**src/rtl/core/afps_pkg.sv**
```systemverilog
// ----------------------------------------------------------------------------
// afps_pkg
// Types, constants and codes of the feedback packet sizer.
// ----------------------------------------------------------------------------
package afps_pkg;

	localparam int RING_DEPTH_DEF = 128;
	localparam int PATTERN_LEN    = 8;
	localparam int PAT_W          = $clog2(PATTERN_LEN);
	localparam int WARMUP_FILL    = 80;
	localparam int OVERRUN_MARGIN = 16;
	localparam int FRAME_BYTES    = 12;
	localparam int ACC_W          = 12;

	localparam int CFG_IDX_W  = 2;
	localparam int CFG_DATA_W = 8;

	localparam logic [CFG_IDX_W-1:0] REG_BASE    = 2'd0;
	localparam logic [CFG_IDX_W-1:0] REG_FB_LOW  = 2'd1;
	localparam logic [CFG_IDX_W-1:0] REG_FB_HIGH = 2'd2;

	localparam logic [4:0] BASE_RST    = 5'd6;
	localparam logic [7:0] FB_LOW_RST  = 8'd46;
	localparam logic [7:0] FB_HIGH_RST = 8'd50;

	localparam logic [1:0] OP_FEEDBACK = 2'd0;
	localparam logic [1:0] OP_FAIL     = 2'd1;
	localparam logic [1:0] OP_PLAY     = 2'd2;

	typedef struct packed {
		logic [1:0] operation;
		logic [7:0] fb_value;
		logic       packet_ok;
		logic       last_in_transfer;
	} in_t;

	typedef struct packed {
		logic [7:0]  frame_count;
		logic [11:0] packet_bytes;
		logic        synced;
		logic        warmed_up;
		logic [6:0]  ring_level;
		logic [7:0]  last_feedback;
		logic [15:0] overrun_total;
		logic [15:0] underrun_total;
	} out_t;

	typedef struct packed {
		logic load;
		logic decode;
		logic push;
		logic take;
		logic finish;
	} cmd_t;

	typedef struct packed {
		logic [1:0] op;
		logic       push_ok;
		logic       pop_ok;
		logic       push_last;
	} sts_t;

endpackage

```
**src/rtl/core/afps_ram.sv**
```systemverilog
// ----------------------------------------------------------------------------
// afps_ram
// Generic single-write, single-read RAM with registered read data.
// ----------------------------------------------------------------------------
module afps_ram #(
	parameter int WIDTH = 8,
	parameter int DEPTH = 128
) (
	input  logic                     clk,
	input  logic                     we,
	input  logic [$clog2(DEPTH)-1:0] waddr,
	input  logic [WIDTH-1:0]         wdata,
	input  logic                     re,
	input  logic [$clog2(DEPTH)-1:0] raddr,
	output logic [WIDTH-1:0]         rdata
);

	logic [WIDTH-1:0] mem_q [DEPTH];
	logic [WIDTH-1:0] rdata_q;

	always_ff @(posedge clk) begin
		if (we) begin
			mem_q[waddr] <= wdata;
		end
		if (re) begin
			rdata_q <= mem_q[raddr];
		end
	end

	assign rdata = rdata_q;

endmodule

```
**src/rtl/core/afps_ctrl.sv**
```systemverilog
// ----------------------------------------------------------------------------
// afps_ctrl
// Sequencer of the packet sizer: decode, pattern push, ring read, report.
// ----------------------------------------------------------------------------
module afps_ctrl (
	input  logic          clk,
	input  logic          arst_n,
	input  logic          start,
	input  afps_pkg::sts_t sts,
	output afps_pkg::cmd_t cmd,
	output logic          busy,
	output logic          done
);

	import afps_pkg::*;

	typedef enum logic [2:0] {
		ST_IDLE,
		ST_DECODE,
		ST_PUSH,
		ST_READ,
		ST_FINISH
	} state_t;

	state_t state_q;
	logic   done_q;

	always_ff @(posedge clk or negedge arst_n) begin
		if (!arst_n) begin
			state_q <= ST_IDLE;
			done_q  <= 1'b0;
		end else begin
			done_q <= (state_q == ST_FINISH);
			case (state_q)
				ST_IDLE: begin
					if (start) begin
						state_q <= ST_DECODE;
					end
				end
				ST_DECODE: begin
					if (sts.op == OP_FEEDBACK && sts.push_ok) begin
						state_q <= ST_PUSH;
					end else if (sts.op == OP_PLAY && sts.pop_ok) begin
						state_q <= ST_READ;
					end else begin
						state_q <= ST_FINISH;
					end
				end
				ST_PUSH: begin
					if (sts.push_last) begin
						state_q <= ST_FINISH;
					end
				end
				ST_READ: begin
					state_q <= ST_FINISH;
				end
				ST_FINISH: begin
					state_q <= ST_IDLE;
				end
				default: begin
					state_q <= ST_IDLE;
				end
			endcase
		end
	end

	always_comb begin
		cmd        = '0;
		cmd.load   = (state_q == ST_IDLE) && start;
		cmd.decode = (state_q == ST_DECODE);
		cmd.push   = (state_q == ST_PUSH);
		cmd.take   = (state_q == ST_READ);
		cmd.finish = (state_q == ST_FINISH);
	end

	assign busy = (state_q != ST_IDLE);
	assign done = done_q;

endmodule

```
**src/rtl/core/afps_dp.sv**
```systemverilog
// ----------------------------------------------------------------------------
// afps_dp
// Datapath of the packet sizer: configuration, ring indexes, pattern
// generator, flags, counters and result registers.
// ----------------------------------------------------------------------------
module afps_dp #(
	parameter int RING_DEPTH = afps_pkg::RING_DEPTH_DEF
) (
	input  logic                             clk,
	input  logic                             arst_n,
	input  afps_pkg::cmd_t                   cmd,
	output afps_pkg::sts_t                   sts,
	input  afps_pkg::in_t                    item,
	input  logic                             wr_en,
	input  logic [afps_pkg::CFG_IDX_W-1:0]   wr_index,
	input  logic [afps_pkg::CFG_DATA_W-1:0]  wr_data,
	output afps_pkg::out_t                   result
);

	import afps_pkg::*;

	localparam int AW        = $clog2(RING_DEPTH);
	localparam int OVR_LIMIT = RING_DEPTH - OVERRUN_MARGIN;
	localparam logic [AW:0] DEPTH_W = (AW+1)'(RING_DEPTH);

	logic [4:0]       base_q;
	logic [7:0]       fb_low_q;
	logic [7:0]       fb_high_q;

	in_t              item_q;
	logic [AW-1:0]    wr_q;
	logic [AW-1:0]    rd_q;
	logic             sync_q;
	logic             warm_q;
	logic             lost_q;
	logic [7:0]       lastfb_q;
	logic [15:0]      ovr_q;
	logic [15:0]      und_q;
	logic [7:0]       frames_q;
	logic [11:0]      bytes_q;
	logic [7:0]       amount_q;
	logic             neg_q;
	logic [ACC_W-1:0] acc_q;
	logic [PAT_W-1:0] cnt_q;

	logic [AW:0]      fill_ext;
	logic [AW-1:0]    fill;
	logic             empty;
	logic             in_win;
	logic [9:0]       diff;
	logic [ACC_W-1:0] acc_sum;
	logic             adj;
	logic [7:0]       count;
	logic [AW:0]      waddr_sum;
	logic [AW-1:0]    waddr;
	logic [AW:0]      wr_adv;
	logic             ram_re;
	logic [7:0]       ram_rdata;

	assign fill_ext = (wr_q >= rd_q) ? ({1'b0, wr_q} - {1'b0, rd_q})
		: ({1'b0, wr_q} + DEPTH_W - {1'b0, rd_q});
	assign fill   = fill_ext[AW-1:0];
	assign empty  = (wr_q == rd_q);
	assign in_win = (item_q.fb_value >= fb_low_q) && (item_q.fb_value <= fb_high_q);
	assign diff   = {2'b00, item_q.fb_value} - {2'b00, base_q, 3'b000};

	assign acc_sum = acc_q + ACC_W'(amount_q);
	assign adj     = (acc_sum >= ACC_W'(PATTERN_LEN));
	assign count   = !adj ? {3'b000, base_q}
		: (neg_q ? ({3'b000, base_q} - 8'd1) : ({3'b000, base_q} + 8'd1));

	assign waddr_sum = {1'b0, wr_q} + (AW+1)'(cnt_q);
	assign waddr     = (waddr_sum >= DEPTH_W) ? AW'(waddr_sum - DEPTH_W) : waddr_sum[AW-1:0];
	assign wr_adv    = {1'b0, wr_q} + (AW+1)'(PATTERN_LEN);

	assign ram_re = cmd.decode && (item_q.operation == OP_PLAY) && warm_q && !empty;

	afps_ram #(
		.WIDTH (8),
		.DEPTH (RING_DEPTH)
	) u_ring (
		.clk   (clk),
		.we    (cmd.push),
		.waddr (waddr),
		.wdata (count),
		.re    (ram_re),
		.raddr (rd_q),
		.rdata (ram_rdata)
	);

	always_comb begin
		sts           = '0;
		sts.op        = item_q.operation;
		sts.push_ok   = item_q.packet_ok && in_win;
		sts.pop_ok    = warm_q && !empty;
		sts.push_last = (cnt_q == PAT_W'(PATTERN_LEN - 1));
	end

	// configuration
	always_ff @(posedge clk or negedge arst_n) begin
		if (!arst_n) begin
			base_q    <= BASE_RST;
			fb_low_q  <= FB_LOW_RST;
			fb_high_q <= FB_HIGH_RST;
		end else if (wr_en) begin
			case (wr_index)
				REG_BASE:    base_q    <= wr_data[4:0];
				REG_FB_LOW:  fb_low_q  <= wr_data;
				REG_FB_HIGH: fb_high_q <= wr_data;
				default: begin
				end
			endcase
		end
	end

	// payload registers
	always_ff @(posedge clk) begin
		if (cmd.load) begin
			item_q <= item;
		end
		if (cmd.decode) begin
			acc_q    <= '0;
			neg_q    <= diff[9] || (diff == 10'd0);
			amount_q <= diff[9] ? 8'(-diff) : diff[7:0];
			frames_q <= (item_q.operation == OP_PLAY && !(warm_q && !empty))
				? {3'b000, base_q} : '0;
		end
		if (cmd.push) begin
			acc_q <= adj ? (acc_sum - ACC_W'(PATTERN_LEN)) : acc_sum;
		end
		if (cmd.take) begin
			frames_q <= ram_rdata;
		end
		if (cmd.finish) begin
			bytes_q <= 12'({4'b0000, frames_q} * 12'(FRAME_BYTES));
		end
	end

	// control state
	always_ff @(posedge clk or negedge arst_n) begin
		if (!arst_n) begin
			wr_q     <= '0;
			rd_q     <= '0;
			sync_q   <= 1'b0;
			warm_q   <= 1'b0;
			lost_q   <= 1'b0;
			lastfb_q <= '0;
			ovr_q    <= '0;
			und_q    <= '0;
			cnt_q    <= '0;
		end else begin
			if (cmd.decode) begin
				cnt_q <= '0;
				case (item_q.operation)
					OP_FEEDBACK: begin
						if (item_q.packet_ok) begin
							lastfb_q <= item_q.fb_value;
							if (in_win) begin
								if (int'(fill) > OVR_LIMIT && ovr_q != 16'hFFFF) begin
									ovr_q <= ovr_q + 16'd1;
								end
							end else begin
								lost_q <= 1'b1;
							end
						end else begin
							lost_q <= 1'b1;
						end
					end
					OP_FAIL: begin
						sync_q <= 1'b0;
						warm_q <= 1'b0;
						lost_q <= 1'b0;
					end
					OP_PLAY: begin
						if (warm_q && empty && und_q != 16'hFFFF) begin
							und_q <= und_q + 16'd1;
						end
					end
					default: begin
					end
				endcase
			end
			if (cmd.push) begin
				cnt_q <= cnt_q + PAT_W'(1);
				if (sts.push_last) begin
					wr_q <= (wr_adv >= DEPTH_W) ? AW'(wr_adv - DEPTH_W) : wr_adv[AW-1:0];
				end
			end
			if (cmd.take) begin
				rd_q <= (rd_q == AW'(RING_DEPTH - 1)) ? '0 : rd_q + AW'(1);
			end
			if (cmd.finish && item_q.operation == OP_FEEDBACK && item_q.last_in_transfer) begin
				if (lost_q) begin
					sync_q <= 1'b0;
					warm_q <= 1'b0;
				end else begin
					sync_q <= 1'b1;
					if (int'(fill) >= WARMUP_FILL) begin
						warm_q <= 1'b1;
					end
				end
				lost_q <= 1'b0;
			end
		end
	end

	always_comb begin
		result                = '0;
		result.frame_count    = frames_q;
		result.packet_bytes   = bytes_q;
		result.synced         = sync_q;
		result.warmed_up      = warm_q;
		result.ring_level     = 7'(fill);
		result.last_feedback  = lastfb_q;
		result.overrun_total  = ovr_q;
		result.underrun_total = und_q;
	end

endmodule

```
**src/rtl/core/audio_feedback_packet_sizer.sv**
```systemverilog
// ----------------------------------------------------------------------------
// audio_feedback_packet_sizer
// Spreads feedback values into per-microframe frame counts held in a ring
// and sizes playback packets from it.
// ----------------------------------------------------------------------------
// channel   ports                      transfer
// input     start, busy, item          start high while busy low
// result    done, result               done high for one cycle, no stall
// config    wr_en, wr_index, wr_data   write when wr_en high
//
// A feedback packet pushed into the ring passes decode, 8 ring writes
// through the single RAM write port, and finish while busy.
// A playback slot popping the ring passes decode, RAM read and finish.
// Other items pass decode and finish. The result shows in the cycle in which busy
// drops; a new item may start in that same cycle. Reset is asynchronous;
// the ring needs no clearing pass and the block is ready right after reset.
// ----------------------------------------------------------------------------
module audio_feedback_packet_sizer #(
	parameter int RING_DEPTH = afps_pkg::RING_DEPTH_DEF
) (
	input  logic                             clk,
	input  logic                             arst_n,
	input  logic                             start,
	output logic                             busy,
	input  afps_pkg::in_t                    item,
	output logic                             done,
	output afps_pkg::out_t                   result,
	input  logic                             wr_en,
	input  logic [afps_pkg::CFG_IDX_W-1:0]   wr_index,
	input  logic [afps_pkg::CFG_DATA_W-1:0]  wr_data
);

	import afps_pkg::*;

	cmd_t cmd;
	sts_t sts;

	afps_ctrl u_ctrl (
		.clk    (clk),
		.arst_n (arst_n),
		.start  (start),
		.sts    (sts),
		.cmd    (cmd),
		.busy   (busy),
		.done   (done)
	);

	afps_dp #(
		.RING_DEPTH (RING_DEPTH)
	) u_dp (
		.clk      (clk),
		.arst_n   (arst_n),
		.cmd      (cmd),
		.sts      (sts),
		.item     (item),
		.wr_en    (wr_en),
		.wr_index (wr_index),
		.wr_data  (wr_data),
		.result   (result)
	);

endmodule

```
**config.mk**
```make
export PLATFORM = sky130hd
export DESIGN_NAME = audio_feedback_packet_sizer
export DESIGN_NICKNAME = d
export VERILOG_FILES = /design/src/rtl/core/afps_pkg.sv /design/src/rtl/core/afps_ram.sv /design/src/rtl/core/afps_ctrl.sv /design/src/rtl/core/afps_dp.sv /design/src/rtl/core/audio_feedback_packet_sizer.sv
export SDC_FILE = /design/constraint.sdc
export NUM_CORES = 1
export LEC_CHECK = 0
export CAP_MARGIN = 20
export CORE_MARGIN = 2
export CORE_UTILIZATION = 38
export CTS_CLUSTER_SIZE = 40
export DETAILED_ROUTE_END_ITERATION = 6
export DONT_BUFFER_PORTS = 1
export GPL_TIMING_DRIVEN = 0
export MAX_ROUTING_LAYER = met4
export PLACE_DENSITY_LB_ADDON = 0.05
export SETUP_SLACK_MARGIN = 0.3
export SLEW_MARGIN = 5
export SYNTH_ARGS = -nofsm -noshare
export SYNTH_HDL_FRONTEND = slang
export SYNTH_SLANG_ARGS = --single-unit
```
**constraint.sdc**
```tcl
create_clock -name clk -period 6.5 [get_ports clk]
set_input_delay 0.975 -clock clk [delete_from_list [all_inputs] [get_ports clk]]
set_output_delay 0.975 -clock clk [all_outputs]
set_load 0.02 [all_outputs]
```
==> results.py, run 1 <==
metrics = {
    "logic_synthesis": {
        "syn_area_mm2": 0.0422,
        "synth_compound_area_frac": 0.0272,
        "synth_edf_count": 952,
        "ys_ff_latch": 1034,
        "synthArstFlopShare": 0.0793,
        "synth_ff_type": "edfxtp_1",
        "synth_xor_area_frac": 0.0141,
        "syn_inst": 2173,
        "synth_top_family_by_area": "multiplexers",
        "ys_types": 78,
        "avgSynthCellArea_um2": 19.4,
        "yosys_warnings": 0,
        "yosys.area_share.adder": 0.0174,
        "yosysSeqAreaShare": 0.726,
        "yosys.area_share.simple": 0.0429,
        "synth.area.mux_share": 0.156,
    },
    "die": {
        "die_x_um": 337,
        "start_util": 0.382,
        "die_area_mm2": 0.114,
        "die_h_um": 337,
        "fp-row-count": 122,
        "coreArea_mm2": 0.110,
        "design.portCount": 97,
    },
    "sta": {
        "fmax_ghz": 0.177,
        "setup_slack_ns": 0.837,
        "relSlewSlack": 0.273,
        "rsz0062_at_grt": "no",
        "fin_skew_ns": 0.0376,
        "final_hold_viol_count": 0,
        "hold_slack_ns": 0.119,
        "worst_pin_slew_ns": 1.09,
        "slew_violations": 0,
        "min_period_ns": 5.66,
        "finalSetupViolCount": 0,
        "finalCritPeriodShare": 0.871,
    },
    "global_routing": {
        "overflow": 0,
        "grt_antenna_before_repair": 2,
        "grt_pass1_vias": 22000,
        "track_usage": 0.212,
        "grt_max_degree": 74,
        "grt_pass1_wl_mm": 163,
    },
    "flow_run": {
        "drv_cap": 0,
    },
    "clock_tree": {
        "postCtsHoldBufs": 1,
        "cts_buffers": 113,
        "cts_resized": 0,
        "htreeDepth": 3,
        "cts_max_path_buffers": 3,
        "clockRootBuffer": "clkbuf_16",
        "cts_tree": "done",
        "clk_latency_ns": 0.70,
        "cts_setup_buffers": 0,
        "cts.sinks": 1034,
        "path_clk_slew_ns": 0.06,
    },
    "detailed_routing": {
        "via_per_inst": 5.45,
        "final_antenna_net_count": 0,
        "wirelength_mm": 115,
        "wl_per_cell_um": 29.4,
        "drc": 0,
        "num_vias": 21400,
        "drt_iter0_drc": 1758,
        "drt-pass1-iter-count": 7,
    },
    "finish": {
        "layout_common_cells": "952 x edfxtp_1, 267 x mux4_2, 168 x nor2_1, 116 x clkbuf_16, 79 x nand2_1",
        "nets": 2419,
        "drive_gt1_frac": 0.238,
        "area_growth_pct": 15.2,
        "num-fill-cells": 9542,
        "layout_commonest_cell": "edfxtp_1",
    },
    "power": {
        "finalPower_w": 0.0174,
        "power.leakage_nw": 16.0,
        "p_per_area_mw_per_mm2": 358,
        "ir_worst_vdd_v": 0.000226,
    },
    "critical_path": {
        "worstSetupStartpointType": "register",
        "r2r_start": "u_dp.rd_q[1]$_DFFE_PN0P_",
        "worstReg2RegEnd": "u_dp.ovr_q[1]$_DFFE_PN0P_",
        "cp_max_fo": 10,
        "cp.arrival_ns": 4.69,
        "reg2reg_slack_ns": 1.57,
        "reg2regPathDepth": 13,
        "required_ns": 5.52,
        "crit_path_end_kind": "output pin",
        "criticalPathCategory": "register to output pin",
    },
    "placed_design": {
        "numPortBuffers": 0,
        "place_hpwl_mm": 80.6,
        "gp_congestion": 0.800,
        "place_ws_ns": 1.53,
    },
    "hold_path": {
        "hold_path_class": "primary input to async pin",
    },
    "run_status": {
        "status": "finished clean",
    },
}
registers in the layout, indices dropped and copies added (netlist names), 2 cells and up:
signal / flops
u_dp.acc_q: 12
u_dp.lastfb_q: 8
u_dp.und_q: 16
u_dp.item_q: 10
u_dp.sts: 2
u_dp.base_q: 5
u_dp.frames_q: 7
u_dp.wr_q: 4
u_dp.fb_low_q: 8
u_dp.amount_q: 8
u_ctrl.state_q: 3
u_dp.bytes_q: 9
u_dp.ovr_q: 16
u_dp.cnt_q: 3
u_dp.u_ring.rdata: 7
u_dp.u_ring.mem_q: 896
u_dp.fb_high_q: 8
u_dp.rd_q: 7
cells in the mapped netlist, types with 29 or more instances:
cell	n	area [um2]
mux2i_1	31	310
clkbuf_1	39	146
xnor2_1	37	324
nor2_1	169	634
nand2_1	79	297
xor2_1	29	254
ha_1	54	676
inv_1	49	184
edfxtp_1	952	28600
dfrtp_1	73	1830
o21ai_0	39	195
mux4_2	267	6010
routing by layer:
metal  wire length [um]  up-vias  GRT usage
met5                  0        -          -
met4               2740        0     0.0556
met3               7200      150     0.0392
met2              56300      676      0.339
met1              49000    11400      0.279
li1                   -     9153          -
cells by family after synthesis:
| logic type | Yosys count |
|---|---|
| other | 1 |
| flip-flops | 1034 |
| adder cells (fa/ha/maj) | 57 |
| multiplexers | 321 |
| AO/OA/AOI/OAI | 157 |
| AND/OR/NAND/NOR | 387 |
| XOR/XNOR | 67 |
| buffers and inverters | 149 |
layout make-up:
type                            instances  area [um2]  area share
Clock inverter                         56         457     0.00939
Multi-Input combinational cell        992       11000       0.226
Tap cell                             1488        1860      0.0383
Inverter                               51         191     0.00394
Antenna cell                            1        2.50   0.0000515
Clock buffer                          156        3120      0.0642
Buffer                                 98         477     0.00981
Timing Repair Buffer                   46         873      0.0180
Sequential cell                      1034       30700       0.630
how the worst max path moves through the flow:
| stage | from | to | cells past startpoint |
|---|---|---|---|
| global placement | u_dp.acc_q[0]$_SDFFCE_PN0P_ | u_dp.u_ring.mem_q[42][6]$_DFFE_PP_ | 9 |
| global route | u_dp.rd_q[1]$_DFFE_PN0P_ | result[46] | 11 |
| CTS | u_dp.rd_q[1]$_DFFE_PN0P_ | result[46] | 11 |
| detailed placement | u_dp.rd_q[1]$_DFFE_PN0P_ | result[46] | 11 |
| finish | u_dp.rd_q[1]$_DFFE_PN0P_ | result[46] | 11 |
| floorplan | u_dp.acc_q[0]$_SDFFCE_PN0P_ | u_dp.u_ring.mem_q[0][6]$_DFFE_PP_ | 9 |
worst max-delay path, stage by stage (launching register included):
cell	delay [ns]
dfrtp_1	0.38
buf_2	0.38
buf_2	0.59
buf_2	0.53
buf_2	0.41
inv_1	0.13
ha_1	0.22
and3b_1	0.23
nor2_1	0.16
o21ai_0	0.14
xor2_1	0.49
buf_4	0.27
power breakdown:
group,leakage [nW],internal (W),switching (W)
Combinational,4.38,0.00126,0.00191
Clock,1.76,0.00358,0.00262
Sequential,9.85,0.00786,0.000161
Total,16.0,0.0127,0.00470
through the flow:
stage / std cells / util / area [um2] / TNS, ns
floorplan: 2175 / - / 42200 / 0
global placement: 3663 / 0.399 / 44100 / -1515.90
detailed placement: 3706 / 0.408 / 45000 / 0
CTS: 3919 / 0.440 / 48600 / 0
global route: 3922 / 0.441 / 48600 / 0
finish: 3922 / 0.441 / 48600 / 0
No activity file was read; power rests on OpenSTA's default activity.
==> inputs of run 2 (changes only) <==
Clock period 6.5 ns to 6.7 ns, I/O delays scaled along.
==> run 2 against run 1 <==
  * First-iteration DRC count is 17% higher
  * Non-clock buffer count fell by 9
  * Clock-buffer cell count rose by 8
  * Cell count down 0.13%
  * Largest cell class unchanged
  * Sequential share of layout area hardly changed
  * Worst setup slack improved by 0.22 ns
  * Clock power about the same
  * Critical path depth fell by 1
==> results.py, run 2 (synthesized netlist as in run 1, its figures left out) <==
metrics = {
    "run_status": {
        "status": "finished clean",
    },
    "die": {
        "design.portCount": 97,
        "start_util": 0.382,
        "die_x_um": 337,
        "fp-row-count": 122,
        "die_h_um": 337,
        "die_area_mm2": 0.114,
        "coreArea_mm2": 0.110,
    },
    "critical_path": {
        "cp_max_fo": 10,
        "path_cells": "buf_2 -> buf_2 -> buf_2 -> buf_2 -> inv_1 -> ha_1 -> and3b_1 -> nor2_1 -> o21ai_0 -> xor2_1",
        "cpMostUsedCell": "buf_2",
        "startpoint": "u_dp.rd_q[1]$_DFFE_PN0P_",
        "crit_family": "buffers and inverters",
        "r2r_start": "u_dp.rd_q[1]$_DFFE_PN0P_",
        "required_ns": 5.69,
        "criticalPathCategory": "register to output pin",
        "crit_path_end_kind": "output pin",
        "cp.arrival_ns": 4.64,
        "cp_slowest_cell": "xor2_1",
        "worstSetupStartpointType": "register",
        "path_buf_inv": 5,
        "cp_slowest_stage_delay_ns": 0.82,
    },
    "detailed_routing": {
        "wl_per_cell_um": 29.8,
        "drt_iter0_drc": 2054,
        "final_antenna_net_count": 0,
        "drt-pass1-iter-count": 5,
        "via_per_inst": 5.48,
        "wirelength_mm": 117,
        "num_vias": 21500,
        "drc": 0,
    },
    "global_routing": {
        "grt_pass1_vias": 22000,
        "overflow": 0,
        "grt_antenna_before_repair": 3,
        "grt_max_degree": 74,
        "grt_pass1_wl_mm": 165,
        "track_usage": 0.214,
    },
    "power": {
        "p_per_area_mw_per_mm2": 351,
        "power.leakage_nw": 16.0,
        "ir_worst_vdd_v": 0.000231,
        "finalPower_w": 0.0170,
    },
    "clock_tree": {
        "cts.sinks": 1034,
        "clockRootBuffer": "clkbuf_16",
        "cts_setup_buffers": 0,
        "clk_latency_ns": 0.71,
        "cts_max_path_buffers": 3,
        "htreeDepth": 3,
        "cts_buffers": 115,
        "cts_resized": 0,
        "cts_tree": "done",
        "postCtsHoldBufs": 1,
        "path_clk_slew_ns": 0.06,
    },
    "finish": {
        "largest_reg_flops": 896,
        "top_regs": "u_dp.u_ring.mem_q: 896 flops, u_dp.ovr_q: 16 flops, u_dp.und_q: 16 flops",
        "drive_gt1_frac": 0.234,
        "layout_common_cells": "952 x edfxtp_1, 267 x mux4_2, 168 x nor2_1, 118 x clkbuf_16, 79 x nand2_1",
        "nets": 2412,
        "num-fill-cells": 9484,
        "regMostFlops": "u_dp.u_ring.mem_q",
        "stdcell_area_mm2": 0.0486,
        "area_growth_pct": 15.2,
        "n_antenna_cell": 0,
        "layout_commonest_cell": "edfxtp_1",
    },
    "sta": {
        "min_period_ns": 5.64,
        "relSlewSlack": 0.241,
        "fmax_ghz": 0.177,
        "final_hold_viol_count": 0,
        "worst_pin_slew_ns": 1.14,
        "finalSetupViolCount": 0,
        "slew_violations": 0,
        "fin_tns_setup_ns": 0,
        "finalCritPeriodShare": 0.842,
        "fin_skew_ns": 0.0412,
        "rsz0062_at_grt": "no",
    },
    "placed_design": {
        "place_hpwl_mm": 80.1,
        "gp_congestion": 0.858,
        "numPortBuffers": 0,
        "post_dp_cell_area_mm2": 0.0449,
    },
    "hold_path": {
        "hold_path_class": "primary input to async pin",
    },
    "flow_run": {
        "drv_cap": 0,
    },
}
==> run 2: cell types whose count changed in the layout (fill, tap and decap cells not counted), sizes merged <==
cell | previous run | this run
bufinv | 6 | 7
clkinvlp | 2 | 0
buf | 104 | 96
diode | 1 | 0
clkinv | 47 | 45
clkbuf | 196 | 203
==> run 2: area by class of cell <==
type                    count  area (um2)  area share
plain buffers              98         479     0.00986
clock buffers             164        3240      0.0666
inverters                  51         191     0.00394
multi-input cells         992       11000       0.226
flip-flops and latches   1034       30700       0.631
well taps                1488        1860      0.0383
clock inverters            53         455     0.00937
repair buffers             37         742      0.0153
==> run 2: final timing paths <==
check	slack [ns]	to	cells after the start
worst max-delay path	1.06	result[46]	10
worst min-delay path	0.16	u_dp.fb_low_q[1]$_DFFE_PN1P_	0
worst max register to register	1.60	u_dp.ovr_q[1]$_DFFE_PN0P_	13
worst min register to register	0.51	u_dp.fb_high_q[0]$_DFFE_PN0P_	1
max in group asynchronous	6.16	u_dp.und_q[5]$_DFFE_PN0P_	1
min in group clk	0.42	u_dp.item_q[5]$_DFFE_PP_	0
==> run 2: layer usage <==
metal	part of all wire	global-route usage	routed length (um)	vias up
met5	0	-	0	-
met4	0.032	0.0683	3750	0
met3	0.061	0.0359	7080	183
met2	0.48	0.335	55500	689
met1	0.43	0.286	50400	11500
li1	-	-	-	9130
==> run 2: per-stage QoR <==
| step | hold slack (ns) | utilization | cells | setup WS [ns] |
|---|---|---|---|---|
| 2_1_floorplan | 0.450 | - | 2175 | 0.332 |
| 3_3_place_gp | 0.468 | 0.399 | 3663 | -5.18 |
| 3_5_place_dp | 0.484 | 0.406 | 3697 | 1.51 |
| 4_1_cts | 0.111 | 0.440 | 3915 | 0.944 |
| 5_1_grt | 0.116 | 0.440 | 3917 | 0.835 |
| 6_report | 0.159 | 0.440 | 3917 | 1.06 |
==> run 2: report_power, final <==
part           internal [W]  total (W)  switching, W
logic               0.00123    0.00308       0.00186
registers           0.00763    0.00778      0.000157
clock network       0.00361    0.00617       0.00256
total                0.0125     0.0170       0.00457
==> inputs of run 3 (changes only) <==
Clock period 6.7 ns to 4.9 ns, I/O delays scaled along.
==> run 3 against run 2 <==
  * Clock skew shrank 0.017 ns
  * Sequential power grew 36%
  * Worst hold slack lost 0.014 ns
  * Clock power grew 33%
  * Clock-buffer cell count shrank 15
  * Die area is the same
  * First-iteration DRC count shrank 18%
  * Non-clock buffer count grew 2
  * Power grew 35%
  * Global-route usage shrank 0.49 points
  * Core utilization shrank 0.082 points
  * Register-to-register slack lost 0.87 ns
==> results.py, run 3 (synthesized netlist as in run 1, its figures left out) <==
metrics = {
    "run_status": {
        "status": "finished clean",
    },
    "sta": {
        "relSlewSlack": 0.189,
        "min_period_ns": 4.38,
        "finalCritPeriodShare": 0.893,
        "fmax_ghz": 0.228,
        "slew_violations": 0,
        "finalSetupViolCount": 0,
        "rsz0062_at_grt": "no",
        "worst_pin_slew_ns": 1.22,
        "final_hold_viol_count": 0,
        "fin_skew_ns": 0.0239,
        "setup_slack_ns": 0.522,
    },
    "clock_tree": {
        "clockRootBuffer": "clkbuf_16",
        "cts_buffers": 113,
        "cts.sinks": 1034,
        "cts_max_path_buffers": 3,
        "cts_tree": "done",
        "htreeDepth": 3,
        "clk_latency_ns": 0.70,
        "path_clk_slew_ns": 0.06,
    },
    "die": {
        "die_h_um": 337,
        "start_util": 0.382,
        "die_x_um": 337,
        "coreArea_mm2": 0.110,
        "die_area_mm2": 0.114,
        "design.portCount": 97,
        "fp-row-count": 122,
    },
    "flow_run": {
        "drv_cap": 0,
    },
    "placed_design": {
        "numPortBuffers": 0,
        "place_ws_ns": -0.235,
        "place_hpwl_mm": 80.1,
        "gp_congestion": 0.806,
    },
    "finish": {
        "n_antenna_cell": 0,
        "layout_commonest_cell": "edfxtp_1",
        "num-fill-cells": 9594,
        "layout_common_cells": "952 x edfxtp_1, 267 x mux4_2, 168 x nor2_1, 115 x clkbuf_16, 79 x nand2_1",
        "area_growth_pct": 15.0,
        "largest_reg_flops": 896,
        "top_regs": "u_dp.u_ring.mem_q: 896 flops, u_dp.ovr_q: 16 flops, u_dp.und_q: 16 flops",
        "nets": 2412,
        "drive_gt1_frac": 0.234,
        "regMostFlops": "u_dp.u_ring.mem_q",
    },
    "critical_path": {
        "critPathCapture": "result[46]",
        "r2r_start": "u_dp.acc_q[0]$_SDFFCE_PN0P_",
        "reg2regPathDepth": 12,
        "cp_max_fo": 10,
        "cp.arrival_ns": 3.64,
        "startpoint": "u_dp.rd_q[3]$_DFFE_PN0P_",
        "worstReg2RegEnd": "u_dp.u_ring.mem_q[45][3]$_DFFE_PP_",
        "criticalPathCategory": "register to output pin",
        "reg2reg_slack_ns": 0.73,
        "worstSetupStartpointType": "register",
        "required_ns": 4.16,
        "crit_path_end_kind": "output pin",
    },
    "detailed_routing": {
        "drt-pass1-iter-count": 7,
        "met3_length_mm": 6.23,
        "routed-wl-met2_mm": 55.8,
        "drc": 0,
        "drt_iter0_drc": 1689,
        "wirelength_mm": 114,
        "num_vias": 21300,
        "final_antenna_net_count": 0,
        "wl_per_cell_um": 29.1,
        "via_per_inst": 5.44,
        "top_layer_used": "met4",
        "met1_length_mm": 49.2,
    },
    "hold_path": {
        "hold_path_class": "primary input to register",
    },
    "power": {
        "ir_worst_vdd_v": 0.000274,
        "power.leakage_nw": 15.9,
        "finalPower_w": 0.0230,
        "p_per_area_mw_per_mm2": 475,
    },
    "global_routing": {
        "grt_pass1_vias": 22000,
        "grt_antenna_before_repair": 2,
        "grt_max_degree": 83,
        "track_usage": 0.209,
        "overflow": 0,
        "grt_pass1_wl_mm": 162,
    },
}
-- run 3: changes by cell type in the layout (fill, tap and decap cells not counted), sizes merged --
cell / before / now
clkinvlp: 0 / 3
clkbuf: 203 / 189
inv: 52 / 54
clkinv: 45 / 52
dlygate4sd3: 0 / 1
-- run 3: worst min-delay path by stage --
stage,to,slack [ns],from,depth (start not counted)
after floorplan,u_ctrl.done$_DFF_PN0_,0.44,arst_n,0
after global placement,u_dp.lastfb_q[6]$_DFFE_PN0P_,0.44,arst_n,0
after detailed placement,u_dp.lastfb_q[5]$_DFFE_PN0P_,0.44,arst_n,0
after CTS,u_dp.item_q[1]$_DFFE_PP_,0.09,item[1],0
after global routing,u_dp.item_q[1]$_DFFE_PP_,0.1,item[1],0
final,u_dp.sts[4]$_DFFE_PP_,0.14,item[11],0
-- run 3: cell type report --
cell class / instances / area, um2 / share of cell area
flip-flops and latches: 1034 / 30700 / 0.632
clock inverters: 65 / 520 / 0.0107
clock buffers: 149 / 3060 / 0.0630
plain buffers: 98 / 500 / 0.0103
well taps: 1488 / 1860 / 0.0384
inverters: 51 / 191 / 0.00395
repair buffers: 39 / 738 / 0.0152
multi-input cells: 992 / 11000 / 0.227
-- run 3: power by group --
part	leakage, nW	internal, W	switching [W]
logic	4.32	0.00166	0.00252
clock network	1.74	0.00474	0.00348
registers	9.85	0.0104	0.000211
-- run 3: what timing repair did --
item	in CTS	in global routing
resized for setup	13	0
setup buffers	0	0
pin swaps	1	1
endpoints found under the setup margin	20	1
hold endpoints to repair	82	0
hold buffers	2	0
-- run 3: through the flow --
stage | area, um2 | util | hold WS [ns] | setup TNS [ns] | std cells
final | 48500 | 0.440 | 0.144 | 0 | 3916
after global routing | 48500 | 0.440 | 0.0982 | 0 | 3916
after CTS | 48500 | 0.439 | 0.0862 | 0 | 3915
after detailed placement | 44900 | 0.406 | 0.441 | -2.51 | 3699
after global placement | 44100 | 0.400 | 0.441 | -1449.90 | 3663
after floorplan | 42300 | - | 0.439 | 0 | 2175
-- run 3: layer usage --
metal	vias up	track usage
li1	9142	-
met1	11400	0.276
met2	567	0.337
met3	169	0.0360
met4	0	0.0523
met5	-	-
-- run 3: critical path: stages (launching register included) --
cell	delay [ns]
dfrtp_1	0.41
inv_2	0.31
buf_2	0.43
buf_4	0.33
ha_1	0.32
and3b_1	0.23
nor2_1	0.16
o21ai_0	0.17
xor2_2	0.57
